$ cat src/hdl/bsc_pkg.sv
// ----------------------------------------------------------------------------
// bsc_pkg: shared types, constants and helpers for the baro compensation block
// Holds the calibration record, register indexes and output saturation.
// ----------------------------------------------------------------------------
package bsc_pkg;

	// Configuration register indexes.
	typedef enum logic [2:0] {
		REG_OVERSAMPLING   = 3'd0,
		REG_CAL_A_SIGNED   = 3'd1,
		REG_CAL_A_UNSIGNED = 3'd2,
		REG_CAL_B_PAIR     = 3'd3,
		REG_CAL_M_TRIPLE   = 3'd4
	} reg_index_t;

	localparam int CFG_INDEX_W = 3;
	localparam int CFG_DATA_W  = 48;

	// Calibration words as the datapath sees them.
	typedef struct packed {
		logic [1:0]  oss;
		logic [15:0] ac1;
		logic [15:0] ac2;
		logic [15:0] ac3;
		logic [15:0] ac4;
		logic [15:0] ac5;
		logic [15:0] ac6;
		logic [15:0] b1;
		logic [15:0] b2;
		logic [15:0] mc;
		logic [15:0] md;
	} cal_t;

	localparam logic [1:0]  OSS_RESET     = 2'd1;
	localparam logic [3:0]  UP_SHIFT_BASE = 4'd8;
	localparam logic [31:0] B5_OFFSET     = 32'd4000;
	localparam logic [31:0] X3_BIAS       = 32'd32768;
	localparam logic [15:0] PRESS_SCALE   = 16'd50000;
	localparam logic [31:0] P_COEF_SQ     = 32'd3038;
	localparam logic [31:0] P_COEF_LIN    = 32'd7357;
	localparam logic [31:0] P_OFFSET      = 32'd3791;

	// Widths of the two dividers and the raw pressure after shifting.
	localparam int TDIV_NW = 27;
	localparam int TDIV_DW = 32;
	localparam int PDIV_NW = 32;
	localparam int PDIV_DW = 32;
	localparam int UP_W    = 19;

	localparam logic signed [31:0] TEMP_MIN = -32'sd4096;
	localparam logic signed [31:0] TEMP_MAX = 32'sd4095;
	localparam logic signed [31:0] PRES_MAX = 32'sd262143;

	// Sign-extend a 16-bit calibration word to the 32-bit datapath.
	function automatic logic [31:0] sx16(logic [15:0] v);
		return {{16{v[15]}}, v};
	endfunction

	// Clamp a 32-bit signed value to the 13-bit temperature range.
	function automatic logic [12:0] sat_temp(logic [31:0] v);
		logic signed [31:0] s;
		s = signed'(v);
		if (s < TEMP_MIN) begin
			return TEMP_MIN[12:0];
		end else if (s > TEMP_MAX) begin
			return TEMP_MAX[12:0];
		end
		return v[12:0];
	endfunction

	// Clamp a 32-bit signed value to the 18-bit pressure range.
	function automatic logic [17:0] sat_pres(logic [31:0] v);
		logic signed [31:0] s;
		s = signed'(v);
		if (s < 0) begin
			return 18'd0;
		end else if (s > PRES_MAX) begin
			return PRES_MAX[17:0];
		end
		return v[17:0];
	endfunction

endpackage

$ cat src/hdl/bsc_udiv.sv
// ----------------------------------------------------------------------------
// bsc_udiv: pipelined unsigned restoring divider
// One quotient bit per stage, with a sideband word that travels alongside.
// ----------------------------------------------------------------------------
module bsc_udiv #(
	parameter int NW = bsc_pkg::PDIV_NW,
	parameter int DW = bsc_pkg::PDIV_DW,
	parameter int SW = 1
) (
	input  logic          clk,
	input  logic          arst_n,
	input  logic          en,
	input  logic          in_vld,
	input  logic [NW-1:0] dividend,
	input  logic [DW-1:0] divisor,
	input  logic [SW-1:0] side_in,
	output logic          out_vld,
	output logic [NW-1:0] quotient,
	output logic [SW-1:0] side_out
);
	import bsc_pkg::*;

	logic [NW:0]   vld_s;
	logic [DW-1:0] rem_s  [NW+1];
	logic [NW-1:0] dvd_s  [NW+1];
	logic [DW-1:0] dvs_s  [NW+1];
	logic [NW-1:0] quo_s  [NW+1];
	logic [SW-1:0] side_s [NW+1];

	// Stage zero is the input itself.
	assign vld_s[0]  = in_vld;
	assign rem_s[0]  = '0;
	assign dvd_s[0]  = dividend;
	assign dvs_s[0]  = divisor;
	assign quo_s[0]  = '0;
	assign side_s[0] = side_in;

	for (genvar k = 0; k < NW; k++) begin : g_stage
		logic [DW:0]   trial;
		logic [DW+1:0] diff;
		logic          ge;

		// Bring down the next dividend bit and try the subtraction.
		assign trial = {rem_s[k], dvd_s[k][NW-1]};
		assign diff  = {1'b0, trial} - {2'b00, dvs_s[k]};
		assign ge    = !diff[DW+1];

		always_ff @(posedge clk or negedge arst_n) begin
			if (!arst_n) begin
				vld_s[k+1] <= 1'b0;
			end else if (en) begin
				vld_s[k+1] <= vld_s[k];
			end
		end

		always_ff @(posedge clk) begin
			if (en) begin
				rem_s[k+1]  <= ge ? diff[DW-1:0] : trial[DW-1:0];
				dvd_s[k+1]  <= dvd_s[k] << 1;
				dvs_s[k+1]  <= dvs_s[k];
				quo_s[k+1]  <= {quo_s[k][NW-2:0], ge};
				side_s[k+1] <= side_s[k];
			end
		end
	end

	assign out_vld  = vld_s[NW];
	assign quotient = quo_s[NW];
	assign side_out = side_s[NW];

endmodule

$ cat config.mk
export PLATFORM = sky130hd
export DESIGN_NAME = bsc_udiv
export DESIGN_NICKNAME = d
export VERILOG_FILES = /design/src/hdl/bsc_pkg.sv /design/src/hdl/bsc_udiv.sv
export SDC_FILE = /design/constraint.sdc
export NUM_CORES = 2
export LEC_CHECK = 0
export BUFFER_PORTS_ARGS = -buffer_cell sky130_fd_sc_hd__buf_2
export CORE_MARGIN = 3
export CORE_UTILIZATION = 55
export CTS_CLUSTER_DIAMETER = 100
export DETAILED_ROUTE_END_ITERATION = 16
export GPL_TIMING_DRIVEN = 0
export PLACE_DENSITY = 0.69
export SKIP_CTS_REPAIR_TIMING = 1
export SLEW_MARGIN = 40
export SYNTH_ARGS = -nofsm -noshare
export SYNTH_HDL_FRONTEND = slang
export SYNTH_SLANG_ARGS = --single-unit
$ cat constraint.sdc
create_clock -name clk -period 4.4 [get_ports clk]
set_input_delay 0.22 -clock clk [delete_from_list [all_inputs] [get_ports clk]]
set_output_delay 0.22 -clock clk [all_outputs]
set_load 0.01 [all_outputs]
==> summary.md <==
| Metric | Value |
|---|---|
| Tmin final | `4310 ps` |
| H-tree depth | `5` |
| Layout area overhead | `12.2%` |
| Synth warn | `0` |
| Outcome | `finished clean` |
| Peak supply drop | `0.400 mV` |
| Syn Area/Cell | `12.5 um^2` |
| Startpoint Class | `flop` |
| Cells after Synth | `12148` |
| Vias per cell | `5.75` |
| Initial antenna violation count | `7` |
| WS Path Type | `flop to flop` |
| Clock power frac | `roughly 22%` |
| Synth Area in Adders | `8.55%` |
| Most frequent cells in the layout | `3040 x edfxtp_1, 1212 x inv_1, 1043 x a21oi_1, 993 x ha_1, 734 x nand2_1` |
| WL final | `327 mm` |
| Root buffer cell | `clkbuf_16` |
| Synth Area in Simple Gates | `between 6 and 7%` |
| Clk_lat worst skew | `910 ps` |
| Worst Path Required | `5030 ps` |
| Final WS setup | `93.2 ps` |
| First-pass GRT wire length | `about 500 mm` |
| Port bufs | `102` |
| Mapped Area | `152000 um^2` |
| DP Wirelength | `roughly 240 mm` |
| Leading cell type in the layout, fill and taps excluded | `edfxtp_1` |
| Pwr Density | `732 nW/um^2` |
| Slew HR | `between 40% and 50%` |
| Fin nets | `13841` |
| Layout Skew | `between 40 and 50 ps` |
| Placer congestion estimate | `around 0.94` |
| Share of layout cells above drive strength 1 | `a little under a tenth` |
| Area of the die | `about 280000 um^2` |
| RSZ-0062 raised after global routing | `true` |
| Die span in y | `about 530 um` |
| CTS Sinks | `3072` |
| DR DRC count | `0` |
| Yosys reg bits | `3072` |
| Final Slew Violations | `0` |
| Deepest clock path buffer count | `4` |
| Seq/Total Area, Yosys | `60.5%` |
| Combinational share of power | `42.0%` |
| Synth async-reset ratio | `1.04%` |
| Largest net degree at the start of global routing | `124` |
| Post-place setup slack | `-815 ps` |
| Synth Flop Type | `edfxtp_1` |
| CTS tree | `done` |
| Hold Fails Final Rpt | `0` |
| Vias in the first global route | `93358` |
| Fmax | `0.232 GHz` |
| Worst-path maximum fanout | `10` |
| Post-synth cell types | `97` |
| Row count | `192` |
| Grt ovf | `0` |
| TritonRoute pass-1 iters | `6` |
| P_leak | `68.6 nW` |
| Type of the tightest min-delay check | `input port to flop` |
| Num CTS Buffers | `about 330` |
| Switch share | `36.3%` |
| Tot GR Track Use | `roughly 22%` |
| Wire per inst | `between 15 and 20 um` |
| Int Power | `0.0796 W` |
| Post-synthesis compound-gate area fraction | `between 10 and 15%` |
| Final ANT Viol Nets | `0` |
| Die W | `532 um` |
| Starting density of the core | `55.5%` |
| Xor/xnor share of the synthesized area | `4.62%` |
| Worst-margin pin slew | `864 ps` |
| I/O pin count | `103` |
| Sequential Power Share | `36.4%` |
| Mux contribution to synthesized area | `2.97%` |
| Tot Pwr | `0.125 W` |
| EDFF count, synth | `between 3000 and 4000` |
| Period Utilization, post-route | `97.9%` |
| Core area | `275000 um^2` |
| Reg clk slew, reported paths | `60 ps` |
| # setup viols final | `0` |
| CP arrival | `4940 ps` |
| Drt initial violations | `8895` |
| Vias | `between 90000 and 100k` |
| Sw power | `0.0453 W` |
| Max Cap Violations | `0` |
| Critical Path Sink Type | `flop` |
| Largest family of logic cells by synthesized area | `compound AO/OA/AOI/OAI gates` |
==> final cells by class <==
| class | count | area, um^2 |
|---|---|---|
| fill | 21109 | 104000 |
| sequential | 3072 | 92100 |
| multi-input combinational | 7589 | 54900 |
| clock buffer | 403 | 8670 |
| tap | 3686 | 4610 |
| inverter | 1218 | 4580 |
| timing repair buffer | 258 | 2680 |
| clock inverter | 191 | 1810 |
| buffer | 279 | 1420 |
| antenna | 1 | 2.50 |
==> synth_stat cells, types with 22 or more instances <==
cell,instances,area [um^2]
a31oi_1,111,694
o21bai_1,123,923
mux2_1,115,1290
clkbuf_1,172,646
a21o_1,462,3470
o211ai_1,40,300
xor2_1,312,2730
a21boi_0,32,240
o21ai_1,128,641
o31ai_1,65,488
nand3_1,165,826
and3_1,82,513
nand4_1,96,601
buf_4,39,293
or3_1,29,181
nor2_1,674,2530
dfrtp_1,32,801
mux2_2,265,2980
a21oi_1,1050,5260
nor2b_1,93,582
o21ai_0,558,2790
a31o_2,22,193
mux2i_1,24,240
nor4_1,26,163
and2_1,56,350
nand2_1,734,2760
o21a_1,119,893
fa_1,30,601
a211oi_1,84,631
a211o_1,23,201
buf_2,49,245
nor3_1,102,510
inv_1,1213,4550
ha_1,993,12400
xnor2_1,492,4310
nand2b_1,132,826
edfxtp_1,3040,91300
==> registers in the layout, indices dropped and copies added (netlist names) <==
register	count
dvs_s	992
g_stage.trial	992
dvd_s	496
quo_s	496
quotient	32
side_s	31
vld_s	31
out_vld	1
side_out	1
==> cells by family (layout without fill, tap and decap cells) <==
family	count (synthesis)	count (layout)
AOI/OAI and AO/OA	3074	3074
xor gates and xnor gates	804	804
adders and majority gates	1023	1023
buffers and inverters	1501	2349
DFF	3072	3072
muxes	404	404
other	1	16
and+or+nand+nor	2269	2269
==> worst paths after layout <==
kind	from	to	slack [ps]	depth (start not counted)
worst max-delay path	g_stage[6].trial[1]	g_stage[7].trial[18]	90	13
worst min-delay path	en	dvs_s[960]	20	3
worst max register to register	g_stage[6].trial[1]	g_stage[7].trial[18]	90	13
worst min register to register	dvd_s[754]	dvd_s[723]	400	0
max in group asynchronous	arst_n	vld_s[1]	3840	4
min in group asynchronous	arst_n	vld_s[17]	390	4
==> per-stage QoR <==
stage                     setup TNS [ps]  cell area [um^2]  hold slack [ps]  instances  util [%]
final                                  0            171000             21.8      16697      62.2
after global routing               -84.7            171000            -5.55      16697      62.2
after CTS                        -103340            169000             -707      16577      61.5
after detailed placement         -112100            158000              307      15983      57.7
after global placement                 -            157000              272      15950      57.3
after floorplan                        0            152000            -75.6      12162         -
==> power by group through the flow <==
| stage | clock network, W | registers, W | logic [W] |
|---|---|---|---|
| 6_report | 0.0269 | 0.0455 | 0.0525 |
| 4_1_cts | 0.0277 | 0.0456 | 0.0510 |
| 3_5_place_dp | 0 | 0.0461 | 0.0505 |
| 2_1_floorplan | 0 | 0.0442 | 0.0384 |
| 5_1_grt | 0.0289 | 0.0462 | 0.0582 |
| 3_3_place_gp | 0 | 0.0484 | 0.0487 |
==> per-layer routing <==
layer | vias to the layer above | part of all wire, % | global-route usage (%)
met1 | 46634 | 47 | 33.4
met5 | - | 0.0040 | 0
met4 | 2 | 2.7 | 6.31
met3 | 590 | 5.9 | 3.22
met2 | 2756 | 45 | 34.2
li1 | 45945 | - | -
==> critical path: stages (launching register included) <==
cell and delay [ps]:
edfxtp_1 450, ha_1 300, nor2b_1 130, o21a_1 130, o21ai_0 120, a21oi_1 330, o21ai_1 300, nor4_2 490
a41oi_1 220, a31o_2 330, a31oi_4 410, clkbuf_4 360, buf_2 310, a21oi_1 120
No activity file was read; power rests on OpenSTA's default activity.
