<file path="config.mk">
export PLATFORM = sky130hd
export DESIGN_NAME = bsc_cfg
export DESIGN_NICKNAME = d
export VERILOG_FILES = /design/src/hdl/bsc_pkg.sv /design/src/hdl/bsc_cfg.sv
export SDC_FILE = /design/constraint.sdc
export NUM_CORES = 1
export LEC_CHECK = 0
export ABC_AREA = 0
export BUFFER_PORTS_ARGS = -buffer_cell sky130_fd_sc_hd__buf_4
export CORE_MARGIN = 5
export CORE_UTILIZATION = 50
export CTS_CLUSTER_SIZE = 24
export DETAILED_ROUTE_END_ITERATION = 10
export PLACE_DENSITY = 0.79
export SETUP_SLACK_MARGIN = 0.3
export SYNTH_ARGS = -nofsm -noshare
export SYNTH_HDL_FRONTEND = slang
export SYNTH_SLANG_ARGS = --single-unit
</file>
<file path="constraint.sdc">
create_clock -name clk -period 2.1 [get_ports clk]
set_input_delay 0.105 -clock clk [delete_from_list [all_inputs] [get_ports clk]]
set_output_delay 0.105 -clock clk [all_outputs]
set_load 0.02 [all_outputs]
</file>
<file path="src/hdl/bsc_pkg.sv">
// ----------------------------------------------------------------------------
// bsc_pkg: shared types, constants and helpers for the baro compensation block
// Holds the calibration record, register indexes and output saturation.
// ----------------------------------------------------------------------------
package bsc_pkg;

	// Configuration register indexes.
	typedef enum logic [2:0] {
		REG_OVERSAMPLING   = 3'd0,
		REG_CAL_A_SIGNED   = 3'd1,
		REG_CAL_A_UNSIGNED = 3'd2,
		REG_CAL_B_PAIR     = 3'd3,
		REG_CAL_M_TRIPLE   = 3'd4
	} reg_index_t;

	localparam int CFG_INDEX_W = 3;
	localparam int CFG_DATA_W  = 48;

	// Calibration words as the datapath sees them.
	typedef struct packed {
		logic [1:0]  oss;
		logic [15:0] ac1;
		logic [15:0] ac2;
		logic [15:0] ac3;
		logic [15:0] ac4;
		logic [15:0] ac5;
		logic [15:0] ac6;
		logic [15:0] b1;
		logic [15:0] b2;
		logic [15:0] mc;
		logic [15:0] md;
	} cal_t;

	localparam logic [1:0]  OSS_RESET     = 2'd1;
	localparam logic [3:0]  UP_SHIFT_BASE = 4'd8;
	localparam logic [31:0] B5_OFFSET     = 32'd4000;
	localparam logic [31:0] X3_BIAS       = 32'd32768;
	localparam logic [15:0] PRESS_SCALE   = 16'd50000;
	localparam logic [31:0] P_COEF_SQ     = 32'd3038;
	localparam logic [31:0] P_COEF_LIN    = 32'd7357;
	localparam logic [31:0] P_OFFSET      = 32'd3791;

	// Widths of the two dividers and the raw pressure after shifting.
	localparam int TDIV_NW = 27;
	localparam int TDIV_DW = 32;
	localparam int PDIV_NW = 32;
	localparam int PDIV_DW = 32;
	localparam int UP_W    = 19;

	localparam logic signed [31:0] TEMP_MIN = -32'sd4096;
	localparam logic signed [31:0] TEMP_MAX = 32'sd4095;
	localparam logic signed [31:0] PRES_MAX = 32'sd262143;

	// Sign-extend a 16-bit calibration word to the 32-bit datapath.
	function automatic logic [31:0] sx16(logic [15:0] v);
		return {{16{v[15]}}, v};
	endfunction

	// Clamp a 32-bit signed value to the 13-bit temperature range.
	function automatic logic [12:0] sat_temp(logic [31:0] v);
		logic signed [31:0] s;
		s = signed'(v);
		if (s < TEMP_MIN) begin
			return TEMP_MIN[12:0];
		end else if (s > TEMP_MAX) begin
			return TEMP_MAX[12:0];
		end
		return v[12:0];
	endfunction

	// Clamp a 32-bit signed value to the 18-bit pressure range.
	function automatic logic [17:0] sat_pres(logic [31:0] v);
		logic signed [31:0] s;
		s = signed'(v);
		if (s < 0) begin
			return 18'd0;
		end else if (s > PRES_MAX) begin
			return PRES_MAX[17:0];
		end
		return v[17:0];
	endfunction

endpackage

</file>
<file path="src/hdl/bsc_cfg.sv">
// ----------------------------------------------------------------------------
// bsc_cfg: configuration registers
// Holds oversampling and calibration words and unpacks them into cal_t.
// ----------------------------------------------------------------------------
module bsc_cfg (
	input  logic                             clk,
	input  logic                             arst_n,
	input  logic                             cfg_wr_en,
	input  logic [bsc_pkg::CFG_INDEX_W-1:0]  cfg_index,
	input  logic [bsc_pkg::CFG_DATA_W-1:0]   cfg_data,
	output bsc_pkg::cal_t                    cal
);
	import bsc_pkg::*;

	logic [1:0]  oss_q;
	logic [47:0] cal_a_s_q;
	logic [47:0] cal_a_u_q;
	logic [31:0] cal_b_q;
	logic [47:0] cal_m_q;

	// Register writes; unknown indexes are dropped.
	always_ff @(posedge clk or negedge arst_n) begin
		if (!arst_n) begin
			oss_q     <= OSS_RESET;
			cal_a_s_q <= '0;
			cal_a_u_q <= '0;
			cal_b_q   <= '0;
			cal_m_q   <= '0;
		end else if (cfg_wr_en) begin
			case (cfg_index)
				REG_OVERSAMPLING:   oss_q     <= cfg_data[1:0];
				REG_CAL_A_SIGNED:   cal_a_s_q <= cfg_data;
				REG_CAL_A_UNSIGNED: cal_a_u_q <= cfg_data;
				REG_CAL_B_PAIR:     cal_b_q   <= cfg_data[31:0];
				REG_CAL_M_TRIPLE:   cal_m_q   <= cfg_data;
				default: ;
			endcase
		end
	end

	// Unpack the words; MB in the top of the M triple is not used.
	assign cal.oss = oss_q;
	assign cal.ac1 = cal_a_s_q[47:32];
	assign cal.ac2 = cal_a_s_q[31:16];
	assign cal.ac3 = cal_a_s_q[15:0];
	assign cal.ac4 = cal_a_u_q[47:32];
	assign cal.ac5 = cal_a_u_q[31:16];
	assign cal.ac6 = cal_a_u_q[15:0];
	assign cal.b1  = cal_b_q[31:16];
	assign cal.b2  = cal_b_q[15:0];
	assign cal.mc  = cal_m_q[31:16];
	assign cal.md  = cal_m_q[15:0];

endmodule

</file>
==> results of run 1 <==
[sequential cells by signal, indices dropped and copies added (netlist names)]
register	flops
oss_q	2
cal_a_u_q	48
cal_b_q	32
cal_m_q	32
cal_a_s_q	48
[metal layers]
| layer | vias up | GRT usage | wire length (um) |
|---|---|---|---|
| met3 | 19 | 0.0805 | 1570 |
| met4 | 0 | 0.0706 | 208 |
| met2 | 171 | 0.356 | 7840 |
| met5 | - | 0 | 0 |
| li1 | 1782 | - | - |
| met1 | 2062 | 0.261 | 6240 |
[through the flow]
stage	setup slack (ns)	power (mW)	cells	instance area, sq um	utilization
after floorplan	0.964	5.90	346	6400	-
after global placement	0.515	7.37	723	8150	0.649
after detailed placement	0.489	7.47	723	8150	0.649
after CTS	0.898	10.7	804	9260	0.737
after global routing	0.881	11.1	804	9260	0.737
final	0.915	10.6	804	9260	0.737
[critical path, cell delays in order]
cell and delay [ns]:
buf_4 0.13, and4bb_4 0.56, buf_12 0.28, mux2_2 0.36
[Yosys cell counts]
cell type and number:
and4bb_1 1, and4bb_4 2, buf_12 4, buf_2 3
buf_4 4, buf_6 6, dfrtp_1 161, dfstp_2 1
mux2_2 92, mux2_4 70, nand4b_1 1, nor4b_1 1
[cell type report]
cell class                 count  share of cell area
multi-input combinational    167               0.232
clock inverter                10              0.0141
sequential                   162               0.438
tap                          172              0.0232
timing repair buffer         271               0.240
clock buffer                  22              0.0523
[power breakdown]
| part | total [mW] | switching, mW | internal [mW] |
|---|---|---|---|
| sequential | 4.25 | 0.434 | 3.82 |
| clock | 3.16 | 1.17 | 1.99 |
| combinational | 3.23 | 1.57 | 1.66 |
[timing repair]
item	in CTS	in global routing
endpoints found under the hold margin	203	0
buffers inserted	0	0
hold buffers	49	0
gates resized for setup	0	0
[final timing paths]
path	from	cells after the start	slack, ns	endpoint
max	cfg_index[2]	4	0.92	cal_a_u_q[22]
min	cfg_index[0]	3	0.13	oss_q[1]
max reg2reg	cal_a_s_q[35]	1	1.26	cal_a_s_q[35]
min reg2reg	cal_b_q[18]	1	0.51	cal_b_q[18]
max in group asynchronous	arst_n	3	1.18	cal_a_s_q[3]
min in group asynchronous	arst_n	2	0.19	cal_a_s_q[44]
[cell families after synthesis]
| family | count (synthesis) | synth area share |
|---|---|---|
| buffers and inverters | 17 | 0.0301 |
| DFF | 162 | 0.634 |
| muxes | 162 | 0.326 |
| and+or+nand+nor | 5 | 0.00978 |
==> results list, run 1 <==
- For this block, the routed nets add up to 15,900 um of wire.
* Yosys warning count: 0
- At the later pin of the worst-skew pair, clock insertion delay measures 0.41 ns.
- In the final layout, the multi-input gates occupy 2150 sq um.
- In this run the remaining antenna-violating nets after routing total 0.
* Synth area leader: dfrtp_1
- Summing over every cut layer, the via total after detailed routing is 4,034.
- In this run the worst path has a maximum fanout of 30.
* Placer Congestion: 0.750
* Antenna diode count: 0
- In this run the clock root is driven by a clkbuf_16.
- After synthesis the netlist holds a flip-flop and latch count of 162.
- The clock arrives with 0 ns of skew.
- Minimum period implied by the final worst setup slack: 1.18 ns
- Chip Height: 123 um
- The worst pin sits at a relative slew slack of 0.567.
- CTS tree: yes
* Category of the critical setup timing path: input port to register
- Endpoint kind of the worst setup timing path: register
- After detailed routing, the number of remaining DRC violations is 0.
- Final global-route overflow total: 0
* Data required time of the worst path: 2.39 ns
- Pin placement for this block handled 216 I/O pins.
- Share of the clock period used by the worst path: 0.564
- Antenna violations before repair: 0
- Post-synth design cell area: 6400 sq um
- Counting the fill cells in the layout gives around 770.
- Run status: finished, final reports clean
- Final max-slew violation count: 0
* CP Data Arrival Time: 1.48 ns
* Post-layout nets: 673
- The die is 123 um wide.
- Once detailed placement completed, the half-perimeter wirelength came to 10,500 um.
* Vias in the first global route: between 4,000 and 5,000
* Bufs on Longest Clock Path: 2
- Crit path launch type: input port
* Hold/Removal Path Class: input port to register
* Sequential cell area in the final layout: ~4000 sq um
- Final hold violation count: 0
- Largest net degree at the start of global routing: 53
- Ratio of cells with drive above 1 in the final layout: 0.663
- At the pin with the least slew margin, the transition time is 0.640 ns.
* Total power per unit cell area: 1150 nW/um^2
- The clock net in this run drives a total of 162 sinks.
- After detailed routing, the average wire length per cell comes to 19.7 um.
* Hold Slack: around 0.13 ns
* Number of unique standard cell types used by synthesis: 12
* Gate count of the mapped netlist: 346
- Total track usage: 0.215
- Clock-pin slew on the worst setup and hold paths: ~0.06 ns
- Leading post-synthesis cells by cell area: dfrtp_1 63%, mux2_4 16%, mux2_2 16%, buf_12 1.3%, buf_6 1.1%
- The library cells used most frequently in the layout, excluding fill and tap cells, are 216 x buf_4, 161 x dfrtp_1, 92 x mux2_2, 70 x mux2_4, 49 x dlygate4sd3_1.
* Number of endpoints failing setup at the final stage: 0
- The analysis attributes to cell leakage a power of 4.42 nW.
- Setup repair after global routing left no endpoint under its margin.
* Site Rows: 41
* H-Tree Depth: 4
* Peak Freq: around 840 MHz
- The number of nets in the synthesized netlist is 400.
- The worst-case IR drop observed on VDD is 0.690 mV.
* Effective utilization at floorplan: 0.509
- Final sum of negative setup slack: 0 ns
- In this run the tool buffered the top-level ports with ~220 buffer cells.
- Clock tree synthesis inserted a total of 17 buffers.
- Layout Area Growth over Synthesis: 44.7%
- Violation count after the first detailed-routing iteration: 191
- Synth top area share: 0.630
- The first global-routing pass estimated 24,600 um of wire.
* Drt first pass iters: 4
- Dividing the detail-routed via count by the number of cells gives 5.02.
* Most frequent standard cell in the layout excluding fill and tap cells: buf_4
- The floorplan step defined a die boundary enclosing approximately 15,000 sq um.
- Placeable Area: 12,600 sq um
- The share of the Yosys chip area taken by registers is 0.634.
- The tool flagged a number of max-cap violations equal to 0.
- In this run the mean area of a mapped cell was 18.5 sq um.
Note: power is estimated with default switching activity, not from simulation.
==> inputs of run 2 (changes only) <==
==> constraint.sdc (replaced) <==
create_clock -name clk -period 1.1 [get_ports clk]
set_input_delay 0.055 -clock clk [delete_from_list [all_inputs] [get_ports clk]]
set_output_delay 0.055 -clock clk [all_outputs]
set_load 0.02 [all_outputs]
==> run 2 against run 1 <==
Net effect:
- the run now ends with negative setup slack left
- die area unchanged
- register-to-register slack worse by 1.2 ns
- power up 140%
- clock skew unchanged
- sequential power up 110%
- largest power group is now combinational logic
==> results list, run 2 (same netlist as run 1, synthesis figures left out) <==
- Along the worst path, the maximum fanout reaches 2.
- Share of the clock period used by the worst path: 1.04
- Remaining number of nets flagged by the antenna check after routing: 0
* Clock-pin slew on the worst setup and hold paths: 0.06 ns
* Vias in the first global route: 5,383
- Antenna violations before repair: 2
* WL/cell: between 30 and 40 um
- Number of endpoints failing setup at the final stage: 1
* Detailed Route WL: 29,300 um
* Placeable Area: approximately 13,000 sq um
- Traced cell by cell, the critical path runs through buf_6.
- Site Rows: 41
- The worst setup path is of the register to primary output kind.
- Chip Height: 123 um
- The final hold violation count is 0.
- Placer Congestion: 0.793
- For this design the static power due to leakage is a little under 6 nW.
* RSZ-0062 raised after global routing: yes
- Crit path launch type: register
* Final worst setup slack: -0.0467 ns
- STA classifies the critical path endpoint as a primary output.
* Run status: finished, violations left
- In the final layout, the share of cells above drive strength 1 is 0.725.
- For this run, design rule violations remaining after detail routing come to 0.
- In the routed layout, each cell is associated on average with a via count of 5.59.
* Largest net degree at the start of global routing: 43
- CTS sink cnt: ~160
* Final sum of negative setup slack: -0.0467 ns
* IO buf count: 215
* Most frequent standard cell in the layout excluding fill and tap cells: buf_6
- CTS tree: yes
* Number of buffers added by the clock tree synthesis step: 17
- Die area: about 15,000 sq um
- Compared with the post-synthesis result, the final layout area differs by 86.9%.
* Data required time of the worst path: approximately 1.0 ns
- Measured on the finished design, the core utilization comes to 0.952.
- In the final layout, the multi-input gates occupy between 2000 and 2500 sq um.
- Slowest stage delay, CP: 0.54 ns
* Clk Latency, worst-skew pair: 0.42 ns
- In this run the tightest slew margin relative to its limit is 0.794.
* Final max-slew violation count: 0
- The final reports fail on negative setup slack.
- Global-route wire length before repair: 33,200 um
- CP Data Arrival Time: 1.09 ns
- Number of vias after detailed routing: ~5,300
- H-Tree Depth: 4
* X dimension of the die: 123 um
- Clock tree synthesis selected as its root buffer the cell clkbuf_16.
* Post-layout nets: between 800 and 900
* Total power per unit cell area: 2120 nW/um^2
* Violation count after the first detailed-routing iteration: 347
- Sequential cell area in the final layout: 4060 sq um
- Top Ports: 216
* Total track usage: 0.299
* Crit-path slowest cell: dfstp_2
- WP buf/inv: 1
- Half-perimeter wire length after detailed placement: 11,100 um
* Effective utilization at floorplan: 0.509
- Final global-route overflow total: 0
- Drt first pass iters: 5
- IR analysis of the VDD net gives a maximum drop of roughly 1.5 mV.
* Max Cap Viol: 0
- At the pin with the least slew margin, the transition time is 0.309 ns.
- Bufs on Longest Clock Path: 2
* Total power consumption of the routed design: 25.3 mW
- Commonest non-fill, non-tap cells in the layout: 255 x buf_6, 160 x dfrtp_1, 142 x mux2_4, 70 x buf_4, 49 x dlygate4sd3_1
* Hold/Removal Path Class: input port to asynchronous set/reset pin
- Dominant delay contributor by cell family on the critical path: flip-flops
- Fillers: 244
* Post-Route Skew: 0 ns
* Peak Freq: 872 MHz
- The largest registers in the layout are cal_a_s_q: 48 flops, cal_a_u_q: 48 flops.
- The routed design could run at a clock period as short as 1.15 ns.
## run 2: final cells by class
class                           count  area share
Timing Repair Buffer              406       0.384
Sequential cell                   162       0.339
Multi-Input combinational cell    167       0.204
Clock buffer                       21      0.0393
Tap cell                          172      0.0180
Clock inverter                     10      0.0151
Antenna cell                        2    0.000418
## run 2: final timing paths
path,cells after the start,slack [ns],startpoint,end
setup / recovery,1,-0.05,oss_q[0],cal[160]
hold / removal,2,0.10,arst_n,cal_a_u_q[43]
setup reg to reg,3,0.05,cal_a_u_q[30],cal_a_u_q[30]
hold reg to reg,1,0.53,oss_q[1],oss_q[1]
max in group asynchronous,3,0.44,arst_n,oss_q[1]
min in group clk,4,0.11,cfg_index[0],oss_q[0]
## run 2: stage by stage
stage | std cells | instance area [sq um] | setup WS [ns] | hold slack (ns)
CTS | 888 | 11000 | -0.0479 | 0.0627
global placement | 735 | 8340 | -0.136 | -0.0531
finish | 940 | 12000 | -0.0467 | 0.103
global route | 940 | 12000 | -0.0766 | 0.102
floorplan | 346 | 6460 | 0.0181 | -0.241
detailed placement | 735 | 8340 | -0.159 | -0.0548
## run 2: repair_timing
| action | 4_1_cts | 5_1_grt |
|---|---|---|
| hold buffers | 49 | 0 |
| gates cloned | 6 | 9 |
| setup buffers | 67 | 41 |
| resized for setup | 244 | 94 |
| setup endpoints to repair | 183 | 306 |
| pin swaps | 3 | 2 |
| endpoints found under the hold margin | 324 | 0 |
## run 2: metal layers
layer | vias to the layer above | part of all wire | GRT usage
met5 | - | 0 | 0
met4 | 0 | 0.056 | 0.121
met3 | 123 | 0.094 | 0.0837
met2 | 368 | 0.49 | 0.508
met1 | 2714 | 0.36 | 0.361
li1 | 2054 | - | -
## run 2: where the power goes
part / leakage (nW) / internal [mW] / total [mW] / switching, mW
logic: 3.53 / 5.79 / 9.78 / 4.00
registers: 1.94 / 7.29 / 8.78 / 1.50
clock network: 0.315 / 4.19 / 6.77 / 2.58
==> inputs of run 3 (changes only) <==
--- a/config.mk
+++ b/config.mk
@@ -5,13 +5,13 @@
 export SDC_FILE = /design/constraint.sdc
 export NUM_CORES = 1
 export LEC_CHECK = 0
-export ABC_AREA = 0
+export ABC_AREA = 1
 export BUFFER_PORTS_ARGS = -buffer_cell sky130_fd_sc_hd__buf_4
 export CORE_MARGIN = 5
 export CORE_UTILIZATION = 50
 export CTS_CLUSTER_SIZE = 24
 export DETAILED_ROUTE_END_ITERATION = 10
-export PLACE_DENSITY = 0.79
+export PLACE_DENSITY = 0.8
 export SETUP_SLACK_MARGIN = 0.3
 export SYNTH_ARGS = -nofsm -noshare
 export SYNTH_HDL_FRONTEND = slang
==> run 3 against run 2 <==
Net effect:
- the run still ends with negative setup slack left
- wire length fell by 7.1%
- combinational power decreased by 21%
- first-iteration DRC count rose to 2.8 times the previous value
- non-clock buffer count up 1
- core utilization decreased by 6.7 points
- critical path type unchanged
- largest cell class unchanged
==> results list, run 3 <==
- Number of buffers added by the clock tree synthesis step: 17
- Count leader, synth: nand2_1
- Post-synth design cell area: 6360 sq um
* Transition time at the pin with the least slew margin: ~0.43 ns
* Antenna diode count: 0
- Synth top area share: 0.633
- Proportion of synthesized chip area in sequential cells: 0.638
- With fillers left out, the area of the finished cells amounts to 11,100 sq um.
* RSZ-0062 raised after global routing: yes
* Total track usage: 0.323
- Routability-driven placement finished with a final weighted congestion of ~0.85.
- Maximum vdd drop: roughly 1.3 mV
* Chip Height: 123 um
- The worst setup path is captured at a primary output.
- The final max-slew violation count was 0.
- The number of nets handed over by synthesis was 767.
- Final hold violation count: 0
* Peak Freq: 873 MHz
- The path class of the tightest hold or removal check is input port to asynchronous set/reset pin.
- Clk Latency, worst-skew pair: around 0.42 ns
- The die is roughly 120 um wide.
- In the routed design, unresolved DRC markers number 0.
- Final worst setup slack: -0.0460 ns
- The largest registers in the layout are cal_a_s_q: 48 flops, cal_a_u_q: 48 flops.
- In the final design database the tool counted 1,147 nets.
* Synth top cells by count: 364 x nand2_1, 161 x dfrtp_1, 130 x nand3_1
* Reported leakage power: between 5 and 6 nW
* Fillers: 530
* Number of endpoints failing setup at the final stage: 1
- Top Ports: 216
* H-Tree Depth: 4
- In the final routing, the length of wire on met1 measures 9740 um.
- Entering global routing, the biggest net connects 51 pins.
- The routed layout has ~7,200 vias.
- Synthesized flop and latch total: 162
- In this run the number of cells on the critical path is 1.
* Violation count after the first detailed-routing iteration: 976
- Site Rows: 41
- Via density: 5.66
* Post-route core utilization: 0.885
* Final global-route overflow total: 0
- Proportion of synthesized flip-flops having asynchronous set or reset: 1.00
- For the finished layout, the period the worst path requires is 1.15 ns.
- Effective utilization at floorplan: 0.506
- Average footprint of a synthesized cell: 8.92 sq um
* Global-route wire length before repair: 37,400 um
- Layout Area Growth over Synthesis: 74.9%
* Share of the clock period used by the worst path: 1.04
* Category of the critical setup timing path: register to primary output
* Detail Route met3 WL: 2930 um
* Slew margin rel.: 0.713
* Placeable Area: 12,600 sq um
- Wire length on met2: 13,200 um
* Slowest stage delay, CP: 0.55 ns
* CTS tree: yes
- Clock tree synthesis found a total of 162 sinks.
- Buffers placed on the I/O ports in this run total 215.
- Violations in the final reports: negative setup slack
- Max-cap violations in this run came to 0.
* Crit path launch type: register
- Of all cell types, the one taking the most synthesized area is dfrtp_1.
* Number of unique standard cell types used by synthesis: 12
* Remaining number of nets flagged by the antenna check after routing: 0
- Critical path peak fanout: 2
- The floorplan step defined a die boundary enclosing 15,100 sq um.
- Drt first pass iters: 6
- Run status: finished, violations left
- Gate count of the mapped netlist: about 710
* Detailed Route WL: 27,200 um
- For the worst setup path, the data required time is 1.04 ns.
* Number of flops mapped to enable cells by yosys: 0
- Data arrives at the worst endpoint at 1.09 ns.
- Uppermost layer routed: met4
- Most frequent standard cell in the layout excluding fill and tap cells: nand2_1
- Total power per unit cell area: 1930 nW/um^2
* Vias in the first global route: 7,039
- Post-Route Skew: 0 ns
* WL/cell: 21.4 um
- The placed instances occupy a cell area of 8400 sq um.
* Crit-path slowest cell: dfstp_2
- Antenna violations before repair: 0
- Yosys warning count: 0
* Dominant register cell in the synthesized netlist: dfrtp_1
- In the final layout, the share of cells above drive strength 1 is 0.390.
- Bufs on Longest Clock Path: 2
* Worst-case reg-to-reg path depth: 4
- Leading post-synthesis cells by cell area: dfrtp_1 63%, nand2_1 21%, nand3_1 10%, buf_2 2.4%, buf_4 0.83%
- Total power consumption of the routed design: 21.5 mW
- Together, buffers and inverters on the worst path number 1.
- Cells traversed along the worst timing path: buf_6
* Clock-pin slew on the worst setup and hold paths: 0.06 ns
* Half-perimeter wire length after detailed placement: around 13,000 um
- Commonest non-fill, non-tap cells in the layout: 326 x nand2_1, 204 x buf_6, 161 x dfrtp_1, 141 x buf_4, 130 x nand3_1
- Clock Tree Root: clkbuf_16
- Dominant delay contributor by cell family on the critical path: flip-flops
## run 3: cell types whose count changed after synthesis, sizes merged
cell | before | now
and4bb | 3 | 0
buf | 17 | 38
clkbuf | 0 | 8
inv | 0 | 6
mux2 | 162 | 0
nand2 | 0 | 364
nand3 | 0 | 130
nand4b | 1 | 0
nor2 | 0 | 5
nor4b | 1 | 0
## run 3: cell type report
type	count	area, sq um	area share
Clock buffer	23	488	0.0439
Clock inverter	5	55.1	0.00495
Inverter	6	22.5	0.00203
Multi-Input combinational cell	499	2190	0.197
Sequential cell	162	4060	0.365
Tap cell	172	215	0.0194
Timing Repair Buffer	407	4100	0.368
## run 3: routing by layer
metal / up-vias / global-route usage
met5: - / 0
li1: 3002 / -
met2: 577 / 0.535
met4: 0 / 0.151
met1: 3497 / 0.390
met3: 139 / 0.0917
## run 3: final timing paths
path	endpoint	slack, ns	startpoint
max in group asynchronous	cal_a_s_q[15]	0.45	arst_n
min in group clk	oss_q[0]	0.15	cfg_index[1]
hold / removal	cal_m_q[30]	0.13	arst_n
setup / recovery	cal[160]	-0.05	oss_q[0]
setup reg to reg	cal_m_q[28]	0.21	cal_m_q[28]
hold reg to reg	cal_a_u_q[23]	0.49	cal_a_u_q[23]
## run 3: per-stage QoR
| step | hold slack [ns] | TNS, ns | setup slack, ns | instances |
|---|---|---|---|---|
| floorplan | -0.241 | 0 | 0.295 | 713 |
| global placement | -0.00228 | 0 | 0.0674 | 1089 |
| detailed placement | 0.000687 | 0 | 0.0156 | 1089 |
| CTS | 0.123 | -0.0451 | -0.0451 | 1221 |
| global route | 0.159 | -0.0626 | -0.0626 | 1274 |
| finish | 0.132 | -0.0460 | -0.0460 | 1274 |
## run 3: power breakdown
part	switching (mW)	internal [mW]	total, mW	leakage, nW
Sequential	1.02	7.09	8.11	2.04
Combinational	3.75	3.96	7.71	3.68
Clock	2.35	3.30	5.64	0.263
## run 3: what timing repair did
action,4_1_cts,5_1_grt
setup buffers,54,53
resized for setup,162,82
hold buffers,50,0
setup endpoints to repair,162,175
endpoints found under the hold margin,324,0
pin swaps,0,20
## run 3: logic make-up (layout without fill, tap and decap cells)
logic type / count (synthesis) / in the layout / share of synthesized area
buffers and inverters: 52 / 441 / 0.0407
DFF: 162 / 162 / 0.638
and+or+nand+nor: 499 / 499 / 0.322
